==> config.mk <==
export PLATFORM = sky130hd
export DESIGN_NAME = touch_baseline_debouncer_top
export DESIGN_NICKNAME = d
export VERILOG_FILES = /design/src/hdl/tbd_pkg.sv /design/src/hdl/tbd_cfg_regs.sv /design/src/hdl/tbd_chan_update.sv /design/src/hdl/touch_baseline_debouncer_top.sv
export VERILOG_INCLUDE_DIRS = /design/src /design/src/hdl
export SDC_FILE = /design/constraint.sdc
export NUM_CORES = 1
export LEC_CHECK = 0
export BUFFER_PORTS_ARGS = -buffer_cell sky130_fd_sc_hd__buf_2
export CAP_MARGIN = 20
export CORE_MARGIN = 1.5
export CORE_UTILIZATION = 50
export DETAILED_ROUTE_END_ITERATION = 12
export GPL_TIMING_DRIVEN = 0
export PLACE_DENSITY = 0.72
export SYNTH_ARGS = -nofsm -noshare
export SYNTH_HDL_FRONTEND = slang
export SYNTH_SLANG_ARGS = --single-unit
export TNS_END_PERCENT = 30
==> constraint.sdc <==
create_clock -name clk_i -period 16 [get_ports clk_i]
set_input_delay 3.2 -clock clk_i [delete_from_list [all_inputs] [get_ports clk_i]]
set_output_delay 3.2 -clock clk_i [all_outputs]
set_load 0.01 [all_outputs]
==> src/hdl/touch_baseline_debouncer_top_macros.svh <==
// Assertion macros for the touch baseline debouncer.
`ifndef TOUCH_BASELINE_DEBOUNCER_TOP_MACROS_SVH
`define TOUCH_BASELINE_DEBOUNCER_TOP_MACROS_SVH

`ifndef NO_ASSERTIONS

// Same-cycle implication, checked outside reset.
`define TBD_ASSERT_IMP(lbl, clk, rstn, ante, cons) \
  lbl: assert property (@(posedge clk) disable iff (!(rstn)) (ante) |-> (cons)) \
    else $error("touch debouncer check failed");

// Next-cycle implication, checked outside reset.
`define TBD_ASSERT_NXT(lbl, clk, rstn, ante, cons) \
  lbl: assert property (@(posedge clk) disable iff (!(rstn)) (ante) |=> (cons)) \
    else $error("touch debouncer check failed");

`else

`define TBD_ASSERT_IMP(lbl, clk, rstn, ante, cons)
`define TBD_ASSERT_NXT(lbl, clk, rstn, ante, cons)

`endif

`endif

==> src/hdl/tbd_pkg.sv <==
// Shared types, register codes and constants of the touch baseline debouncer.
package tbd_pkg;

  localparam int unsigned ChanW     = 3;
  localparam int unsigned SampleW   = 16;
  localparam int unsigned BaseW     = 22;
  localparam int unsigned ThrW      = 15;
  localparam int unsigned CountW    = 5;
  localparam int unsigned MaskW     = 6;
  localparam int unsigned CfgDataW  = 15;

  localparam logic [BaseW:0]    StepUp       = 23'd64;
  localparam logic [ThrW-1:0]   NarrowThrRst = 15'd320;
  localparam logic [ThrW-1:0]   WideThrRst   = 15'd640;
  localparam logic [MaskW-1:0]  WideMaskRst  = 6'd28;
  localparam logic [CountW-1:0] LimitRst     = 5'd25;
  localparam logic [CountW-1:0] OnLevelRst   = 5'd15;
  localparam logic [CountW-1:0] OffLevelRst  = 5'd10;

  // Configuration register indexes
  typedef enum logic [ChanW-1:0] {
    REG_NARROW_THR = 3'd0,
    REG_WIDE_THR   = 3'd1,
    REG_WIDE_MASK  = 3'd2,
    REG_LIMIT      = 3'd3,
    REG_ON_LEVEL   = 3'd4,
    REG_OFF_LEVEL  = 3'd5
  } reg_idx_e;

  typedef struct packed {
    logic [ThrW-1:0]   narrow_thr;
    logic [ThrW-1:0]   wide_thr;
    logic [MaskW-1:0]  wide_mask;
    logic [CountW-1:0] limit;
    logic [CountW-1:0] on_level;
    logic [CountW-1:0] off_level;
  } cfg_t;

  typedef struct packed {
    logic [BaseW-1:0]  baseline;
    logic [CountW-1:0] count;
    logic              touched;
    logic              needs_load;
  } chan_state_t;

endpackage

==> src/hdl/tbd_cfg_regs.sv <==
// Configuration register file of the touch baseline debouncer.
module tbd_cfg_regs
  import tbd_pkg::*;
(
  input  logic                clk_i,
  input  logic                rst_ni,
  input  logic                we_i,
  input  logic [ChanW-1:0]    addr_i,
  input  logic [CfgDataW-1:0] wdata_i,
  output cfg_t                cfg_o
);

  cfg_t cfg_q;
  cfg_t cfg_d;

  // Decode the write; unknown indexes leave everything as is
  always_comb begin
    cfg_d = cfg_q;
    if (we_i) begin
      case (reg_idx_e'(addr_i))
        REG_NARROW_THR: cfg_d.narrow_thr = wdata_i[ThrW-1:0];
        REG_WIDE_THR:   cfg_d.wide_thr   = wdata_i[ThrW-1:0];
        REG_WIDE_MASK:  cfg_d.wide_mask  = wdata_i[MaskW-1:0];
        REG_LIMIT:      cfg_d.limit      = wdata_i[CountW-1:0];
        REG_ON_LEVEL:   cfg_d.on_level   = wdata_i[CountW-1:0];
        REG_OFF_LEVEL:  cfg_d.off_level  = wdata_i[CountW-1:0];
        default:        cfg_d = cfg_q;
      endcase
    end
  end

  // Hold registers, load defaults on reset
  always_ff @(posedge clk_i or negedge rst_ni) begin
    if (!rst_ni) begin
      cfg_q.narrow_thr <= NarrowThrRst;
      cfg_q.wide_thr   <= WideThrRst;
      cfg_q.wide_mask  <= WideMaskRst;
      cfg_q.limit      <= LimitRst;
      cfg_q.on_level   <= OnLevelRst;
      cfg_q.off_level  <= OffLevelRst;
    end else begin
      cfg_q <= cfg_d;
    end
  end

  assign cfg_o = cfg_q;

endmodule

==> src/hdl/tbd_chan_update.sv <==
// Per-sample update of one channel: baseline tracking, touch counter, hysteresis.
module tbd_chan_update
  import tbd_pkg::*;
(
  input  logic [ChanW-1:0]   chan_i,
  input  logic [SampleW-1:0] sample_i,
  input  logic               rearm_i,
  input  cfg_t               cfg_i,
  input  chan_state_t        cur_i,
  output chan_state_t        nxt_o
);

  logic [BaseW-1:0]  value;
  logic [BaseW-1:0]  load_val;
  logic [BaseW-1:0]  base0;
  logic [BaseW:0]    up_lim;
  logic [BaseW-1:0]  up_val;
  logic [BaseW-1:0]  down_val;
  logic [BaseW-1:0]  new_base;
  logic [7:0]        mask_ext;
  logic              wide_sel;
  logic [ThrW-1:0]   thr;
  logic              hit;
  logic [CountW:0]   inc;
  logic [CountW-1:0] cnt_n;
  logic              flag_n;

  // Scale the sample by 64; three quarters of that is sample times 48
  assign value    = {sample_i, 6'b0};
  assign load_val = {1'b0, sample_i, 5'b0} + {2'b0, sample_i, 4'b0};
  assign base0    = (cur_i.needs_load || rearm_i) ? load_val : cur_i.baseline;

  // Rise toward the sample by at most one step, or fall by one
  assign up_lim   = {1'b0, base0} + StepUp;
  assign up_val   = ({1'b0, value} < up_lim) ? value : up_lim[BaseW-1:0];
  assign down_val = base0 - 22'd1;
  assign new_base = ((base0 != '0) && (down_val > up_val)) ? down_val : up_val;

  // Pick the threshold; channels outside the mask width use the narrow one
  assign mask_ext = {2'b0, cfg_i.wide_mask};
  assign wide_sel = (chan_i < ChanW'(MaskW)) && mask_ext[chan_i];
  assign thr      = wide_sel ? cfg_i.wide_thr : cfg_i.narrow_thr;

  // Touch when the sample sits more than thr below the new baseline
  assign hit = (({1'b0, value} + (BaseW+1)'(thr)) < {1'b0, new_base});

  // Saturating counter and on/off hysteresis
  always_comb begin
    inc = {1'b0, cur_i.count} + 6'd1;
    if (hit) begin
      cnt_n = (inc < {1'b0, cfg_i.limit}) ? inc[CountW-1:0] : cfg_i.limit;
    end else begin
      cnt_n = (cur_i.count != '0) ? cur_i.count - 5'd1 : '0;
    end
    flag_n = cur_i.touched;
    if (!cur_i.touched && (cnt_n >= cfg_i.on_level)) begin
      flag_n = 1'b1;
    end else if (cur_i.touched && (cnt_n < cfg_i.off_level)) begin
      flag_n = 1'b0;
    end
  end

  assign nxt_o.baseline   = new_base;
  assign nxt_o.count      = cnt_n;
  assign nxt_o.touched    = flag_n;
  assign nxt_o.needs_load = 1'b0;

endmodule

==> src/hdl/touch_baseline_debouncer_top.sv <==
// Top level of the touch baseline debouncer: input stage, channel state, result stage.
//
//   channel  direction  handshake                 payload
//   in       input      in_valid_i / in_ready_o   channel_i, sample_i, rearm_i
//   out      output     out_valid_o / out_ready_i channel_echo_o, touched_o,
//                                                 touch_count_o, baseline_o,
//                                                 touched_mask_o
//   cfg      input      cfg_we_i                  cfg_addr_i, cfg_wdata_i
//
// One item per cycle while the result side is not stalled; a taken item passes
// through the input register, then the single-pass update into the result register.
// Channel state lives in flip-flops read and written in the update stage, so
// items on the same channel may follow back to back.
// Reset clears all channel state and marks every baseline for load; no sweep.
// A stalled result holds; the input stage takes one item behind it and then blocks.
`include "touch_baseline_debouncer_top_macros.svh"

module touch_baseline_debouncer_top
  import tbd_pkg::*;
#(
  parameter int unsigned CHANNELS = 6
) (
  input  logic                clk_i,
  input  logic                rst_ni,
  input  logic                cfg_we_i,
  input  logic [ChanW-1:0]    cfg_addr_i,
  input  logic [CfgDataW-1:0] cfg_wdata_i,
  input  logic                in_valid_i,
  output logic                in_ready_o,
  input  logic [ChanW-1:0]    channel_i,
  input  logic [SampleW-1:0]  sample_i,
  input  logic                rearm_i,
  output logic                out_valid_o,
  input  logic                out_ready_i,
  output logic [ChanW-1:0]    channel_echo_o,
  output logic                touched_o,
  output logic [CountW-1:0]   touch_count_o,
  output logic [BaseW-1:0]    baseline_o,
  output logic [MaskW-1:0]    touched_mask_o
);

  cfg_t cfg;

  logic               s1_valid_q;
  logic [ChanW-1:0]   s1_chan_q;
  logic [SampleW-1:0] s1_sample_q;
  logic               s1_rearm_q;

  logic               fire;
  logic               in_range;
  chan_state_t        cur_st;
  chan_state_t        nxt_st;
  chan_state_t        st_q [CHANNELS];
  logic [MaskW-1:0]   mask_d;

  logic               out_valid_q;
  logic [ChanW-1:0]   echo_q;
  logic               touched_q;
  logic [CountW-1:0]  count_q;
  logic [BaseW-1:0]   base_q;
  logic [MaskW-1:0]   mask_q;

  tbd_cfg_regs u_cfg (
    .clk_i   (clk_i),
    .rst_ni  (rst_ni),
    .we_i    (cfg_we_i),
    .addr_i  (cfg_addr_i),
    .wdata_i (cfg_wdata_i),
    .cfg_o   (cfg)
  );

  // Advance the update stage when the result register is free or drains
  assign fire       = s1_valid_q && (!out_valid_q || out_ready_i);
  assign in_ready_o = !s1_valid_q || fire;

  // Input register
  always_ff @(posedge clk_i or negedge rst_ni) begin
    if (!rst_ni) begin
      s1_valid_q <= 1'b0;
    end else if (in_ready_o) begin
      s1_valid_q <= in_valid_i;
    end
  end

  always_ff @(posedge clk_i) begin
    if (in_ready_o && in_valid_i) begin
      s1_chan_q   <= channel_i;
      s1_sample_q <= sample_i;
      s1_rearm_q  <= rearm_i;
    end
  end

  // Select the state of the item's channel
  assign in_range = int'(s1_chan_q) < CHANNELS;

  always_comb begin
    cur_st = '0;
    for (int c = 0; c < CHANNELS; c++) begin
      if (int'(s1_chan_q) == c) begin
        cur_st = st_q[c];
      end
    end
  end

  tbd_chan_update u_upd (
    .chan_i   (s1_chan_q),
    .sample_i (s1_sample_q),
    .rearm_i  (s1_rearm_q),
    .cfg_i    (cfg),
    .cur_i    (cur_st),
    .nxt_o    (nxt_st)
  );

  // Write back the channel state
  always_ff @(posedge clk_i or negedge rst_ni) begin
    if (!rst_ni) begin
      for (int c = 0; c < CHANNELS; c++) begin
        st_q[c].baseline   <= '0;
        st_q[c].count      <= '0;
        st_q[c].touched    <= 1'b0;
        st_q[c].needs_load <= 1'b1;
      end
    end else if (fire && in_range) begin
      for (int c = 0; c < CHANNELS; c++) begin
        if (int'(s1_chan_q) == c) begin
          st_q[c] <= nxt_st;
        end
      end
    end
  end

  // Build the touched mask as it stands after this update
  for (genvar g = 0; g < MaskW; g++) begin : g_mask
    if (g < CHANNELS) begin : g_live
      assign mask_d[g] = (fire && (int'(s1_chan_q) == g)) ? nxt_st.touched
                                                          : st_q[g].touched;
    end else begin : g_dead
      assign mask_d[g] = 1'b0;
    end
  end

  // Result register
  always_ff @(posedge clk_i or negedge rst_ni) begin
    if (!rst_ni) begin
      out_valid_q <= 1'b0;
    end else if (fire) begin
      out_valid_q <= 1'b1;
    end else if (out_ready_i) begin
      out_valid_q <= 1'b0;
    end
  end

  always_ff @(posedge clk_i) begin
    if (fire) begin
      echo_q    <= s1_chan_q;
      touched_q <= in_range ? nxt_st.touched  : 1'b0;
      count_q   <= in_range ? nxt_st.count    : '0;
      base_q    <= in_range ? nxt_st.baseline : '0;
      mask_q    <= mask_d;
    end
  end

  assign out_valid_o    = out_valid_q;
  assign channel_echo_o = echo_q;
  assign touched_o      = touched_q;
  assign touch_count_o  = count_q;
  assign baseline_o     = base_q;
  assign touched_mask_o = mask_q;

  // A held result with a waiting item blocks the input side
  `TBD_ASSERT_IMP(a_stall_blocks, clk_i, rst_ni,
    out_valid_o && !out_ready_i && s1_valid_q, !in_ready_o)

  // A held result stays valid and keeps its baseline
  `TBD_ASSERT_NXT(a_hold_result, clk_i, rst_ni,
    out_valid_o && !out_ready_i, out_valid_o && $stable(baseline_o))

  // Results for channels without state carry zeros
  `TBD_ASSERT_IMP(a_out_of_range_zero, clk_i, rst_ni,
    out_valid_o && (int'(channel_echo_o) >= CHANNELS),
    !touched_o && (touch_count_o == '0) && (baseline_o == '0))

  // The touched flag agrees with its bit in the mask
  `TBD_ASSERT_IMP(a_flag_in_mask, clk_i, rst_ni,
    out_valid_o && (int'(channel_echo_o) < CHANNELS) && (channel_echo_o < 3'd6),
    touched_o == touched_mask_o[channel_echo_o])

endmodule
Word-level counts from Yosys, hierarchy flattened:

Cells that the tools add are included.

* register bits: 284
* logic and storage cells: 126

* add/subtract/negate cells: 6
* magnitude comparators: 9
* equality and inequality tests: 10
* muxes and demuxes: 25
* reduce and logical (&&, ||, !) cells: 36

Operators by type and width (number)
* $mux 29: 6
* $mux 22: 3
* $reduce_and 2->1: 12
* $add 22x15->23: 1
* $add 22x7->23 const B: 1
* $lt 22x23->1: 1
* $lt 23x22->1: 1
* $add 21x20->22: 1
* $gt 22x22->1: 1
* $reduce_bool 22->1: 1
* $sub 22x1->22 const B: 1
* $eq 3x3->1 const B: 6
* $mux 15: 1
* $mux 5: 3
* $logic_and 1x1->1: 13
* $mux 1: 11
* $eq 3x2->1 const B: 3
* $add 5x1->6 const B: 1
* $logic_not 3->1: 2
* $lt 3x3->1 const B: 2
* $lt 6x5->1: 1
* $ge 5x5->1: 1
* $lt 5x5->1: 1
* $reduce_bool 5->1: 1
* other kinds (7): 11

Logic depth before layout (Yosys ltp):

Gate-level depths: netlist of the first run.

* depth after elaboration: 22
* gate-level depth with buffers: 63

Cells and area by module:

A second synthesis of the first run with hierarchy kept.

* cell total of the unflattened synthesis: 1472
* area, all modules: 17742.0 um^2

Modules (own cells, without submodules)
* touch_baseline_debouncer_top: times used 1, cells an instance 648, area an instance 10266.1 um^2, sequential area each 6123.4 um^2
* tbd_chan_update: times used 1, cells an instance 712, area an instance 5496.5 um^2, sequential area each 0.0 um^2
* tbd_cfg_regs: times used 1, cells an instance 112, area an instance 1979.4 um^2, sequential area each 1296.2 um^2

Worst setup path before layout of the first run:

OpenSTA, ideal clock, no wires.

* path kind: reg-to-reg
* from: reg s1_sample_q[6]
* to: reg mask_q[0] (netlist: touched_mask_o[0]) (data pin)
* setup time: 260 ps
* arrival: 10750 ps
* slack: 4990 ps
* stages on the path, launching flop included: 58
* buffers on the path: 4
* period minus slack after synthesis: 11010 ps
* path through: edfxtp_1 -> ha_1 -> buf_2 -> a211oi_2 -> nand2_1 -> o2bb2ai_1 -> or4b_1 -> o311ai_1 -> o211ai_1 -> or2_2 -> nor2_1 -> xnor2_1 -> inv_1 -> ha_1 -> a21o_1 -> a21o_1 -> a21oi_1 -> a32o_1 -> (+22 left out) -> o21a_1 -> nor2_1 -> a2111oi_0 -> o21ai_0 -> a2111oi_4 -> a31oi_4 -> a31oi_1 -> inv_1 -> ha_1 -> a21o_1 -> a21oi_1 -> nor2b_1 -> o21ai_0 -> nand2_1 -> nand2_1 -> a31oi_1 -> buf_2 -> mux2_2

RTL lines
* start: declaration: line touch_baseline_debouncer_top.sv:46 `logic [SampleW-1:0] s1_sample_q;`
* start signal: assignment: line touch_baseline_debouncer_top.sv:88 `s1_sample_q <= sample_i;`
* end signal: assignment: line touch_baseline_debouncer_top.sv:159 `mask_q <= mask_d;`
* end: declaration: line touch_baseline_debouncer_top.sv:61 `logic [MaskW-1:0] mask_q;`

==> out/metrics.cfg, run 1 <==
[status]
status=finished clean

[worst_setup_path]
cp.required_ns=16.31
worst_setup_path_end_kind=flop
crit_top_cell=a21o_1
setup.worst_path.class=reg2reg
r2r_slack_ns=0.86
critPathLaunchType=flop
slowest_delay_ns=0.64
cp_num_buf_inv=9
r2r_cells=55
critPathTopFamily=compound AO/OA/AOI/OAI gates
crit_slowest_cell=buf_1
r2r_start=s1_chan_q[0]
r2r-end=touched_mask_o[5]
crit_arrival_ns=15.45
critPathMaxFanout=10

[synthesis]
yosys.area.top_type_share_pct=30.2
synth_compound_area_share_pct=14.3
synth_flop_cell=dfrtp_1
synth_most_common_cell=dfrtp_1
ys_ff_latch=284
yosysWarnings=0
ys_async_sr_fraction_pct=79.9
synth_edf_count=57
synth_area_per_cell_um2=10.3
yosysSeqAreaShare_pct=43.7
synth_area_um2=17000
synthSimpleGateAreaFrac_pct=12.4
synth_mux_area_share_pct=15.0
synth_area_leaders=dfrtp_1, edfxtp_1, mux2_2
yosysTopAreaCell=dfrtp_1
ys_top_cells_by_count=dfrtp_1, nor2_1, a21oi_1
synth_fa_ha_area_share_pct=7.60
synth_cell_types=101
syn_inst=1644
synth_top_family_by_area=multiplexers
synth_xor_area_share_pct=3.03
syn_nets=1789

[route]
route.detailed.vias_per_inst=5.97
drt-total-wl_um=49100
drt_iter0_drc=1204
wire_per_inst_um=22.0
vias=13300
postRouteAntennaNets=0
drc_errors=0
first_pass_iters=5

[floorplanning]
die_w_um=187
io_pins=82
die_y_um=187
die_area_um2=35100
initial_core_util_pct=50.8
core_area_um2=33400
rows=67

[final_layout]
drive_gt1_share_pct=21.4
syn_to_final_growth_pct=12.2
ff_latch_area_um2=7420
layout.nets=1906
final_area_um2=19100
fill_cells=2871
insertedDiodeCount=0
multi_input_area_um2=8920

[global_routing]
overflow=0
grt_max_degree=127
antenna_found_initial=0
grt_pass1_vias=13000
grt_usage_pct=28.0
grt_pass1_wl_um=76200

[power_and_ir_drop]
power.density_nw_per_um2=183
p_sw_mw=1.41
p_clk_share_pct=20.1
p_leak_nw=8.34
p_total_mw=3.48
power_switching_share_pct=40.7
power_frac_comb_pct=46.6
peakVddDrop_v=0.0000962
p_seq_share_pct=33.3
p_int_mw=2.06

[clock_tree]
htree_levels=1
cts.sinks=284
root_buffer=clkbuf_16
clk_latency_ns=0.59
numCtsBuffers=31
cts_tree=done
clkSlewWorstSetupHoldPaths_ns=0.06
cts_buffer_depth=3

[placed_design]
place.gp.congestion=0.916
post_dp_cell_area_um2=18000
portBuffers=81
hpwl_um=35900

[sta]
final-setup-viol-count=0
worst_pin_slew_ns=1.04
fin_crit_sh_pct=94.6
slew_headroom_pct=30.2
max_freq_mhz=66.1
setup_tns_ns=0
rsz0062_at_grt=false
fin_crit_ns=15.14
hold_violations=0
final_max_slew_viol_count=0
skew_ns=0.0249

[min_path]
hold_path_class=reg2reg
hold_path_end=channel_echo_o[2]
hp-start=s1_chan_q[2]
worstHoldPathCells=0

[flow_run]
maxCapViolations=0

==> worst max-delay path by stage <==
stage / from / end / slack (ns) / cells after the start
floorplan: s1_sample_q[6] / touched_mask_o[0] / 4.99 / 57
global placement: s1_chan_q[0] / touched_mask_o[5] / 0.97 / 55
detailed placement: s1_chan_q[0] / touched_mask_o[5] / 0.84 / 54
CTS: s1_chan_q[0] / touched_mask_o[5] / 0.81 / 54
global route: s1_chan_q[0] / touched_mask_o[5] / 0.11 / 54
finish: s1_chan_q[0] / touched_mask_o[5] / 0.86 / 55
==> registers in the layout, indices dropped and copies added, names as in the netlist <==
name,flops
channel_echo_o,3
baseline_o,22
s1_chan_q,3
touched_mask_o,6
s1_valid_q,1
out_valid_o,1
s1_sample_q,16
u_cfg.cfg_o,51
s1_rearm_q,1
touched_o,1
touch_count_o,5
st_q,174
==> power groups by stage <==
stage / registers [mW] / clock network, mW / logic [mW]
6_report: 1.16 / 0.700 / 1.62
5_1_grt: 1.19 / 0.736 / 1.77
4_1_cts: 1.15 / 0.712 / 1.59
3_5_place_dp: 1.17 / 0 / 1.58
3_3_place_gp: 1.15 / 0 / 1.53
2_1_floorplan: 1.14 / 0 / 1.11
==> cell usage in the layout (no fill, tap or decap), types with 8 or more instances in the layout <==
cell	netlist	layout
edfxtp_1	57	57
ha_1	100	100
mux2_2	123	123
and3_1	9	9
a211oi_1	9	9
mux2i_1	80	79
nand2b_1	16	16
clkbuf_8	0	8
xor2_1	18	18
o21ai_1	28	27
or3_1	8	8
nor2_1	183	183
nor2b_1	12	12
nand2_1	122	122
clkbuf_16	0	32
dfrtp_1	205	205
nor3_1	19	17
xnor2_1	39	39
clkbuf_1	43	47
inv_1	71	70
o22ai_1	13	13
clkinv_2	0	11
o21ai_0	65	65
mux4_2	10	10
a21oi_1	126	126
nand4_1	9	9
a21o_1	25	25
dfstp_2	22	22
buf_2	24	105
nand3_1	28	28
o32a_1	10	10
o21a_1	8	8
and2_1	14	14
==> final cells by class <==
class	count	share of cell area, %
plain buffers	81	2.09
clock buffers	44	4.86
clock inverters	14	0.414
inverters	73	1.44
multi-input cells	1206	46.8
flip-flops and latches	284	38.9
well taps	448	2.94
repair buffers	84	2.50
==> worst register-to-register path, delay by kind of cell, from the launching register on <==
family / cells / cell delay (ns)
AOI/OAI and AO/OA: 25 / 6.61
buffers and inverters: 9 / 2.44
muxes: 5 / 1.93
and+or+nand+nor: 10 / 1.84
adders and majority gates: 5 / 1.41
DFF: 1 / 0.45
xor gates and xnor gates: 1 / 0.23
==> logic make-up after synthesis <==
family / after synthesis
and+or+nand+nor: 455
muxes: 223
buffers and inverters: 154
AOI/OAI and AO/OA: 368
DFF: 284
xor gates and xnor gates: 58
adders and majority gates: 102
==> metrics by stage <==
step                      std cells  util, %  hold WS (ns)  worst slack [ns]
after floorplan                1644        -         0.421              4.99
after global placement         2173     53.7         0.437             0.969
after detailed placement       2176     53.9         0.430             0.842
after CTS                      2234     56.9         0.467             0.807
after global routing           2234     57.0         0.481             0.111
final                          2234     57.0         0.467             0.861
==> repair_timing <==
| action | CTS | global route |
|---|---|---|
| setup buffers | 0 | 0 |
| gates resized for setup | 0 | 3 |
| endpoints found under the setup margin | 0 | 10 |
| endpoints found under the hold margin | 0 | 0 |
| hold buffers | 0 | 0 |
==> routing by layer <==
layer  part of all wire (%)  routed length [um]  vias to the layer above  track usage (%)
li1                       -                   -                     6135                -
met1                     44               21400                     6624             39.4
met2                     46               22700                      510             44.9
met3                    7.5                3690                       78             4.35
met4                    2.6                1290                        0             8.10
met5                      0                   0                        -                0
No activity file was read; power rests on OpenSTA's default activity.
==> run 2, diff against run 1 <==
Settings changed: CORE_UTILIZATION 50 to 40, PLACE_DENSITY 0.72 to 0.61.
==> out/metrics.cfg, run 2 (synthesized netlist as in run 1, its figures left out) <==
[status]
status=finished clean  ; unchanged

[floorplanning]
initial_core_util_pct=40.5  ; was 50.8%
die_w_um=209  ; was 187 um
die_area_um2=43700  ; was 35100 um2
die_y_um=209  ; was 187 um
rows=75  ; was 67
core_area_um2=41900  ; was 33400 um2
io_pins=82  ; unchanged

[power_and_ir_drop]
power.density_nw_per_um2=187  ; was 183 nW/um2
p_leak_nw=8.42  ; was 8.34 nW
peakVddDrop_v=0.0000873  ; was 0.0000962 V

[sta]
worst_pin_slew_ns=1.20  ; was 1.04 ns
rsz0062_at_grt=false  ; unchanged
final_max_slew_viol_count=0  ; unchanged
final-setup-viol-count=0  ; unchanged
fin_crit_sh_pct=93.9  ; was 94.6%
fin_crit_ns=15.02  ; was 15.14 ns
setup_tns_ns=0  ; unchanged
slew_headroom_pct=20.3  ; was 30.2%
skew_ns=0.0331  ; was 0.0249 ns
hold_violations=0  ; unchanged
max_freq_mhz=66.6  ; was 66.1 MHz

[final_layout]
top_register=st_q  ; unchanged
final_common_cell=dfrtp_1  ; unchanged
drive_gt1_share_pct=21.6  ; was 21.4%
final_area_um2=19400  ; was 19100 um2
final_cell_mix=dfrtp_1, nor2_1, a21oi_1  ; unchanged
syn_to_final_growth_pct=14.2  ; was 12.2%
fill_cells=3941  ; was 2871
insertedDiodeCount=0  ; unchanged
largest_reg_flops=174  ; unchanged
layout.nets=1911  ; was 1906

[global_routing]
grt_pass1_vias=12900  ; was 13000
overflow=0  ; unchanged
grt_usage_pct=23.2  ; was 28.0%
met1_usage_pct=31.7  ; was 39.4%
grt_util_met2_pct=36.9  ; was 44.9%
antenna_found_initial=1  ; was 0
grt_use_met3_pct=4.55  ; was 4.35%
grt_max_degree=125  ; was 127
grt_pass1_wl_um=76700  ; was 76200 um
gr-max-usage-layer=met2  ; unchanged

[route]
postRouteAntennaNets=0  ; unchanged
drt_iter0_drc=1115  ; was 1204
drt-total-wl_um=50100  ; was 49100 um
drc_errors=0  ; unchanged
first_pass_iters=7  ; was 5
vias=13100  ; was 13300
wire_per_inst_um=21.5  ; was 22.0 um
route.detailed.vias_per_inst=5.60  ; was 5.97

[worst_setup_path]
critPathMaxFanout=10  ; unchanged
crit_slowest_cell=a31oi_2  ; was buf_1
critPathLaunchType=flop  ; unchanged
worst_setup_path_end_kind=flop  ; unchanged
crit_top_cell=buf_2  ; was a21o_1
cp.required_ns=16.28  ; was 16.31 ns
crit_arrival_ns=15.30  ; was 15.45 ns
slowest_delay_ns=0.61  ; was 0.64 ns
setup.worst_path.class=reg2reg  ; unchanged

[clock_tree]
numCtsBuffers=35  ; was 31
cts-hold-fix-buffers=0  ; unchanged
clk_latency_ns=0.56  ; was 0.59 ns
cts_tree=done  ; unchanged
cts.sinks=284  ; unchanged
htree_levels=2  ; was 1
clkSlewWorstSetupHoldPaths_ns=0.06  ; about the same
root_buffer=clkbuf_16  ; unchanged
cts_buffer_depth=3  ; unchanged

[min_path]
hold_path_class=reg2reg  ; unchanged

[placed_design]
post_dp_cell_area_um2=18200  ; was 18000 um2
portBuffers=81  ; unchanged
place.gp.congestion=0.921  ; was 0.916
hpwl_um=37300  ; was 35900 um

[flow_run]
maxCapViolations=0  ; unchanged

[run 2: power breakdown]
part	leakage, nW	internal [mW]	switching, mW
clock network	0.589	0.512	0.327
logic	4.58	0.638	0.992
registers	3.26	1.02	0.135
total	8.42	2.17	1.45
[run 2: final timing paths]
path / startpoint / end / slack, ns / depth (start not counted)
setup reg to reg: s1_chan_q[2] / touched_mask_o[3] / 0.98 / 55
min in group asynchronous: rst_ni / u_cfg.cfg_o[4] / 2.70 / 1
hold / removal: st_q[122] / st_q[122] / 0.48 / 2
setup / recovery: s1_chan_q[2] / touched_mask_o[3] / 0.98 / 55
hold reg to reg: st_q[122] / st_q[122] / 0.48 / 2
max in group asynchronous: rst_ni / st_q[165] / 12.17 / 2
[run 2: worst max-delay path, delay by kind of cell, from the launching register on]
kind / cells / cell delay (ns)
AND/OR/NAND/NOR: 14 / 2.35
adder cells (fa/ha/maj): 5 / 1.50
AO/OA/AOI/OAI: 22 / 6.36
XOR/XNOR: 1 / 0.21
buffers and inverters: 10 / 2.67
flip-flops: 1 / 0.48
multiplexers: 3 / 1.14
[run 2: stage by stage]
stage	hold slack, ns	setup WS, ns	util [%]	power, mW	std cells
final	0.481	0.980	46.2	3.63	2332
after CTS	0.480	0.581	46.2	3.62	2331
after global routing	0.495	0.150	46.2	3.86	2332
after detailed placement	0.466	0.625	43.3	2.77	2267
after global placement	0.456	0.827	43.1	2.71	2264
after floorplan	0.421	4.99	-	2.25	1644
[run 2: layout make-up]
type	instances	area, um2	share of cell area [%]
clock inverters	20	262	1.35
multi-input cells	1206	8920	46.0
repair buffers	85	489	2.52
clock buffers	44	961	4.95
inverters	73	274	1.41
plain buffers	81	398	2.05
flip-flops and latches	284	7420	38.2
well taps	539	674	3.48
[run 2: timing repair]
item | 4_1_cts | 5_1_grt
setup endpoints to repair | 0 | 12
buffers inserted | 0 | 0
resized for setup | 0 | 2
[run 2: routing by layer]
| layer | share of wire [%] | wire length, um |
|---|---|---|
| met4 | 2.7 | 1340 |
| met2 | 46 | 23200 |
| met3 | 6.4 | 3230 |
| met5 | 0.026 | 13 |
| met1 | 45 | 22300 |
==> run 3, diff against run 2 <==
Settings changed: GPL_ROUTABILITY_DRIVEN from default to 0.
Clock period 16 ns to 15.94 ns, I/O delays scaled along.
==> out/metrics.cfg, run 3 (synthesized netlist as in run 1, its figures left out) <==
[sta]
fin_crit_sh_pct=94.9  ; was 93.9%
hold_violations=0  ; unchanged
skew_ns=0.0218  ; was 0.0331 ns
rsz0062_at_grt=false  ; unchanged
setup_tns_ns=0  ; unchanged
final_max_slew_viol_count=0  ; unchanged
final-setup-viol-count=0  ; unchanged
max_freq_mhz=66.1  ; was 66.6 MHz
worst_pin_slew_ns=1.27  ; was 1.20 ns
fin_crit_ns=15.12  ; was 15.02 ns
slew_headroom_pct=15.7  ; was 20.3%

[clock_tree]
cts.sinks=284  ; unchanged
cts_buffer_depth=3  ; unchanged
clkSlewWorstSetupHoldPaths_ns=0.06  ; about the same
numCtsBuffers=35  ; unchanged
cts_tree=done  ; unchanged
htree_levels=2  ; unchanged
postCtsSetupRepairBufs=0  ; unchanged
ctsResizeCount=0  ; unchanged
clk_latency_ns=0.55  ; was 0.56 ns
cts-hold-fix-buffers=0  ; unchanged
root_buffer=clkbuf_16  ; unchanged

[worst_setup_path]
crit_arrival_ns=15.40  ; was 15.30 ns
setup.worst_path.class=reg2reg  ; unchanged
cp.required_ns=16.22  ; was 16.28 ns
slowest_delay_ns=0.90  ; was 0.61 ns
r2r_start=s1_chan_q[2]  ; unchanged
critPathLaunchType=flop  ; unchanged
critPathMaxFanout=10  ; unchanged
r2r_slack_ns=0.82  ; was 0.98 ns
worst_setup_path_end_kind=flop  ; unchanged
r2r-end=touched_mask_o[5]  ; was touched_mask_o[3]
cp_num_buf_inv=9  ; was 10
crit_slowest_cell=mux2i_1  ; was a31oi_2
critPathTopFamily=compound AO/OA/AOI/OAI gates  ; unchanged
crit_start=s1_chan_q[2]  ; unchanged
r2r_cells=52  ; was 55
crit_top_cell=ha_1  ; was buf_2

[final_layout]
top_register=st_q  ; unchanged
layout.nets=1913  ; was 1911
insertedDiodeCount=0  ; unchanged
final_cell_mix=dfrtp_1, nor2_1, a21oi_1  ; unchanged
drive_gt1_share_pct=21.7  ; was 21.6%
syn_to_final_growth_pct=14.1  ; was 14.2%
fin_cells=2334  ; was 2332
final_common_cell=dfrtp_1  ; unchanged
largest_reg_flops=174  ; unchanged

[min_path]
hold_path_class=reg2reg  ; unchanged
hp-start=st_q[89]  ; was st_q[122]
worstHoldPathCells=2  ; unchanged
hold_path_end=st_q[89]  ; was st_q[122]

[floorplanning]
core_area_um2=41900  ; unchanged
die_w_um=209  ; unchanged
io_pins=82  ; unchanged
die_y_um=209  ; unchanged
rows=75  ; unchanged
initial_core_util_pct=40.5  ; unchanged
die_area_um2=43700  ; unchanged

[route]
drt_iter0_drc=1026  ; was 1115
vias=13300  ; was 13100
postRouteAntennaNets=0  ; unchanged
drc_errors=0  ; unchanged
first_pass_iters=5  ; was 7
route.detailed.vias_per_inst=5.69  ; was 5.60
wire_per_inst_um=21.3  ; was 21.5 um
drt-total-wl_um=49800  ; was 50100 um

[global_routing]
grt_pass1_vias=13300  ; was 12900
grt_pass1_wl_um=77800  ; was 76700 um
overflow=0  ; unchanged
grt_usage_pct=23.1  ; was 23.2%
antenna_found_initial=0  ; was 1
grt_max_degree=100  ; was 125

[placed_design]
dp_cells=2270  ; was 2267
portBuffers=81  ; unchanged
hpwl_um=37100  ; was 37300 um

[power_and_ir_drop]
p_leak_nw=8.43  ; was 8.42 nW
power.density_nw_per_um2=185  ; was 187 nW/um2
peakVddDrop_v=0.0000748  ; was 0.0000873 V

[flow_run]
maxCapViolations=0  ; unchanged

[status]
status=finished clean  ; unchanged

==> run 3: stage by stage <==
stage,instance area (um2),setup slack [ns],hold WS (ns),util [%],total power [mW]
6_report,19400,0.817,0.475,46.2,3.59
2_1_floorplan,17000,4.93,0.421,-,2.26
5_1_grt,19400,0.194,0.482,46.2,3.83
4_1_cts,19400,0.728,0.474,46.2,3.58
3_3_place_gp,18100,0.856,0.456,43.1,2.72
3_5_place_dp,18200,0.813,0.461,43.4,2.77
==> run 3: routing by layer <==
metal / vias to the layer above / GRT usage, % / wire length [um]
met5: - / 0 / 0
met4: 0 / 7.72 / 1430
met3: 90 / 3.92 / 3290
met2: 445 / 36.8 / 22900
met1: 6582 / 32.0 / 22200
li1: 6171 / - / -
==> run 3: tightest hold or removal path, cell delays in order, from the launching register on <==
cell	delay [ns]
dfrtp_1	0.34
nand2_1	0.04
o21ai_0	0.06
==> run 3: worst max path at each step <==
stage	to	slack, ns	cells after the start
CTS	touched_mask_o[5]	0.73	54
finish	touched_mask_o[5]	0.82	52
detailed placement	touched_mask_o[5]	0.81	54
global placement	touched_mask_o[1]	0.86	54
global route	touched_mask_o[5]	0.19	52
floorplan	touched_mask_o[0]	4.93	57
==> run 3: power by group <==
part,total (mW),switching (mW),internal (mW)
registers,1.16,0.134,1.03
logic,1.63,0.990,0.638
clock network,0.799,0.328,0.471
total,3.59,1.45,2.14
==> run 3: final cells by class <==
class	instances	area, um2
repair buffers	87	541
flip-flops and latches	284	7420
plain buffers	81	398
well taps	539	674
clock buffers	46	977
inverters	73	274
fillers	3917	22600
multi-input cells	1206	8920
clock inverters	18	190
